<file path="config.mk">
export PLATFORM = sky130hd
export DESIGN_NAME = fatlba_ram
export DESIGN_NICKNAME = d
export VERILOG_FILES = /design/src/sv/fatlba_ram.sv
export SDC_FILE = /design/constraint.sdc
export NUM_CORES = 2
export LEC_CHECK = 0
export ABC_AREA = 1
export BUFFER_PORTS_ARGS = -buffer_cell sky130_fd_sc_hd__buf_2
export CAP_MARGIN = 20
export CORE_ASPECT_RATIO = 0.8
export CORE_MARGIN = 5
export CORE_UTILIZATION = 54
export CTS_BUF_LIST = sky130_fd_sc_hd__clkbuf_8 sky130_fd_sc_hd__clkbuf_16
export DETAILED_ROUTE_END_ITERATION = 10
export PLACE_DENSITY_LB_ADDON = 0.1
export SLEW_MARGIN = 20
export SYNTH_ARGS = -nofsm -noshare
export SYNTH_HDL_FRONTEND = slang
export SYNTH_SLANG_ARGS = --single-unit
export TNS_END_PERCENT = 20
</file>
<file path="constraint.sdc">
create_clock -name clk -period 4 [get_ports clk]
set_clock_uncertainty 0.05 [all_clocks]
set_input_delay 0.2 -clock clk [delete_from_list [all_inputs] [get_ports clk]]
set_output_delay 0.2 -clock clk [all_outputs]
set_load 0.01 [all_outputs]
</file>
<file path="src/sv/fatlba_ram.sv">
`timescale 1ns / 1ps
module fatlba_ram #(
  parameter int W = 8,
  parameter int D = 256
) (
  input  logic                 clk,
  input  logic                 we,
  input  logic [$clog2(D)-1:0] waddr,
  input  logic [W-1:0]         wdata,
  input  logic [$clog2(D)-1:0] raddr,
  output logic [W-1:0]         rdata
);
  logic [W-1:0] mem [D];

  always_ff @(posedge clk) begin
    if (we) mem[waddr] <= wdata;
    rdata <= mem[raddr];
  end
endmodule

</file>
==> reports/results.md <==
## Run status
- complete, no violations — outcome

## STA
- 396 MHz — maximum achievable frequency
- 2520 ps — fin crit period
- 0 — setup-violating endpoint count in the final report
- 63.1% — final critical-path share of the clock period
- 1150 ps — transition time at the pin with the least slew margin
- 0 — fin. max-slew vios
- 23.0% — max_slew headroom
- false — RSZ-0062 raised after global routing
- 0 ps — Fin Setup TNS
- 0 — final hold violations

## Cells and area
- 9163 — count of placed standard cells in the final layout, fillers left out
- 7002 — NumNets Final
- 7.34% — share of post-route cells with drive strength above 1
- 92200 um^2 — final non-filler cell area
- 10.5% — area overhead of the layout relative to synthesis

## Drt
- 6870 — number of violations reported at the end of detailed-routing iteration 0
- 55000 — DR vias
- 6 — Initial DRT Pass Iterations
- 0 — # DRC
- 6.00 — via density per instance
- 235000 um — sum of routed wire length over all layers
- 25.6 um — post-DR wirelength/cell
- 0 — number of nets with antenna violations after routing

## Clocking
- built — CTS tree
- 860 ps — Clk Latency, worst-skew pair
- sky130_fd_sc_hd__clkbuf_16 — root buf cell
- 10 — hold-fix buffer count after cts
- 3 — clk buf depth
- 4 — H-tree levels
- 197 — total CTS buffers
- 2056 — number of clock sinks
- 60 ps — clock edge transition at the registers on the reported setup and hold paths
- 0 — setup fix buffers added after clock tree synthesis
- 0 — Gates resized, CTS repair

## Global routing
- 28.6% — all-layer global routing usage
- 348000 um — wire length of the first global-routing pass
- 140 — maximum number of pins on one net before global-route repair
- 51400 — number of global-route vias before repair
- 0 — GR Overflow Total
- 4 — antenna violations before repair

## Synth
- 7003 — Syn Inst Count
- 83400 um^2 — post-synthesis instance area
- 0 — Yosys warning count
- 73.7% — portion of synthesized cell area occupied by the leading cell type
- 73.9% — fraction of the yosys area taken by sequential cells
- 2056 — number of storage elements in the synthesis netlist
- sky130_fd_sc_hd__edfxtp_1 — post-synthesis cell type with the largest combined area
- 14 — Synth cell types
- 11.9 um^2 — post-synthesis area per instance
- sky130_fd_sc_hd__edfxtp_1 (74%), sky130_fd_sc_hd__nand3_1 (12%), sky130_fd_sc_hd__nand2_1 (9.6%) — largest cells by area after synthesis
- 7029 — post-synthesis net count

## Placement
- 0.858 — Final GP Congestion
- 136000 um — post-DP HPWL
- 85900 um^2 — placed instance area
- 33 — # port buffers
- 8797 — number of instances in the placed design

## Power and ir drop
- 0.000380 V — peak supply drop
- 44.5 mW — Total Power
- 32.2 nW — Lkg Pwr
- 483 nW/um^2 — power density over the cells

## Worst setup path
- rdata[1] — crit path capture
- 1830 ps — worst reg2reg setup slack
- 137 — maximum net fanout on the critical path
- raddr[0] — Worst setup startpoint
- 10 — cells on worst reg2reg path
- flip-flop — nature of the critical path endpoint
- primary input — element type at the critical path start
- 3270 ps — Worst Path Arrival
- primary input to flip-flop — worst setup path category
- mem[189][1] — start of the worst register-to-register path
- rdata[1] — critical register-to-register path endpoint
- 4750 ps — required time at the worst-slack endpoint

## Die
- 34 — Ports
- 361 um — height of the chip
- 162000 um^2 — die footprint
- 54.1% — initial cell density of the core
- 129 — number of rows created at floorplan
- 154000 um^2 — core region area
- 449 um — die width

## Min path
- raddr[5] — origin of the worst min-delay path
- primary input to flip-flop — worst hold-check path type

## Flow run
- 0 — Max-cap violations

[through the flow]
step,setup WS (ps),util (%),hold slack (ps)
floorplan,2260,-,249
global placement,634,55.8,611
global route,1310,59.8,209
CTS,1530,59.8,135
detailed placement,628,55.8,618
finish,1480,59.8,204
[worst min path at each step]
| stage | to | slack, ps | cells after the start |
|---|---|---|---|
| finish | rdata[3] | 200 | 7 |
| global route | rdata[1] | 210 | 7 |
| global placement | mem[105][6] | 610 | 1 |
| floorplan | mem[0][0] | 250 | 0 |
| detailed placement | mem[105][6] | 620 | 1 |
| CTS | rdata[4] | 130 | 7 |
[cells in the final DEF, fill, tap and decap left out, types with 29 or more instances in the layout]
cell                        count
sky130_fd_sc_hd__buf_12        42
sky130_fd_sc_hd__buf_4        173
sky130_fd_sc_hd__clkbuf_16    203
sky130_fd_sc_hd__clkinv_1      48
sky130_fd_sc_hd__clkinv_2      29
sky130_fd_sc_hd__edfxtp_1    2048
sky130_fd_sc_hd__inv_1         79
sky130_fd_sc_hd__nand2_1     2118
sky130_fd_sc_hd__nand3_1     2019
sky130_fd_sc_hd__nor2_1       277
[routing by layer]
metal / vias to the layer above / GRT usage, % / routed length, um
li1: 24800 / - / -
met3: 354 / 6.58 / 24200
met4: 2 / 7.49 / 5450
met1: 27200 / 43.3 / 101000
met5: - / 0 / 13
met2: 2637 / 42.2 / 105000
[cell usage after synthesis (all sizes together)]
library cell and count:
buf 371, clkbuf 112, dfxtp 8, edfxtp 2048, inv 39, nand2 2123, nand3 2019, nor2 283
[power by group]
group	leakage [nW]	internal, mW	switching [mW]
clock	3.17	9.91	8.02
combinational	10.5	0.666	2.12
sequential	18.5	23.7	0.0300
total	32.2	34.3	10.2
[logic make-up (layout without fill, tap and decap cells)]
logic type	count (synthesis)	in the layout	share of synthesized area [%]
DFF	2056	2056	73.9
buffers and inverters	522	649	3.12
and+or+nand+nor	4425	4425	22.9
other	0	3	0
[registers in the layout (all words and copies together) (netlist names)]
name / cells
rdata: 8
mem: 2048
[critical path, cell delays in order]
cell and delay, ps:
sky130_fd_sc_hd__buf_8 210, sky130_fd_sc_hd__inv_16 500, sky130_fd_sc_hd__buf_4 400, sky130_fd_sc_hd__buf_4 210, sky130_fd_sc_hd__nand2_1 50, sky130_fd_sc_hd__nand3_1 70, sky130_fd_sc_hd__nand3_1 100, sky130_fd_sc_hd__nand3_1 100
sky130_fd_sc_hd__nand3_1 190, sky130_fd_sc_hd__nand3_1 420, sky130_fd_sc_hd__nand3_1 240, sky130_fd_sc_hd__nand2_1 190, sky130_fd_sc_hd__nand2_1 90, sky130_fd_sc_hd__nand2_1 120
[cell type report]
| type | count | area, um^2 |
|---|---|---|
| Clock buffer | 207 | 5130 |
| Antenna cell | 3 | 7.51 |
| Inverter | 39 | 180 |
| Sequential cell | 2056 | 61700 |
| Multi-Input combinational cell | 4425 | 19200 |
| Clock inverter | 146 | 976 |
| Timing Repair Buffer | 257 | 2510 |
| Fill cell | 12200 | 62000 |
| Tap cell | 2030 | 2540 |
(Power assumes the default switching activity.)
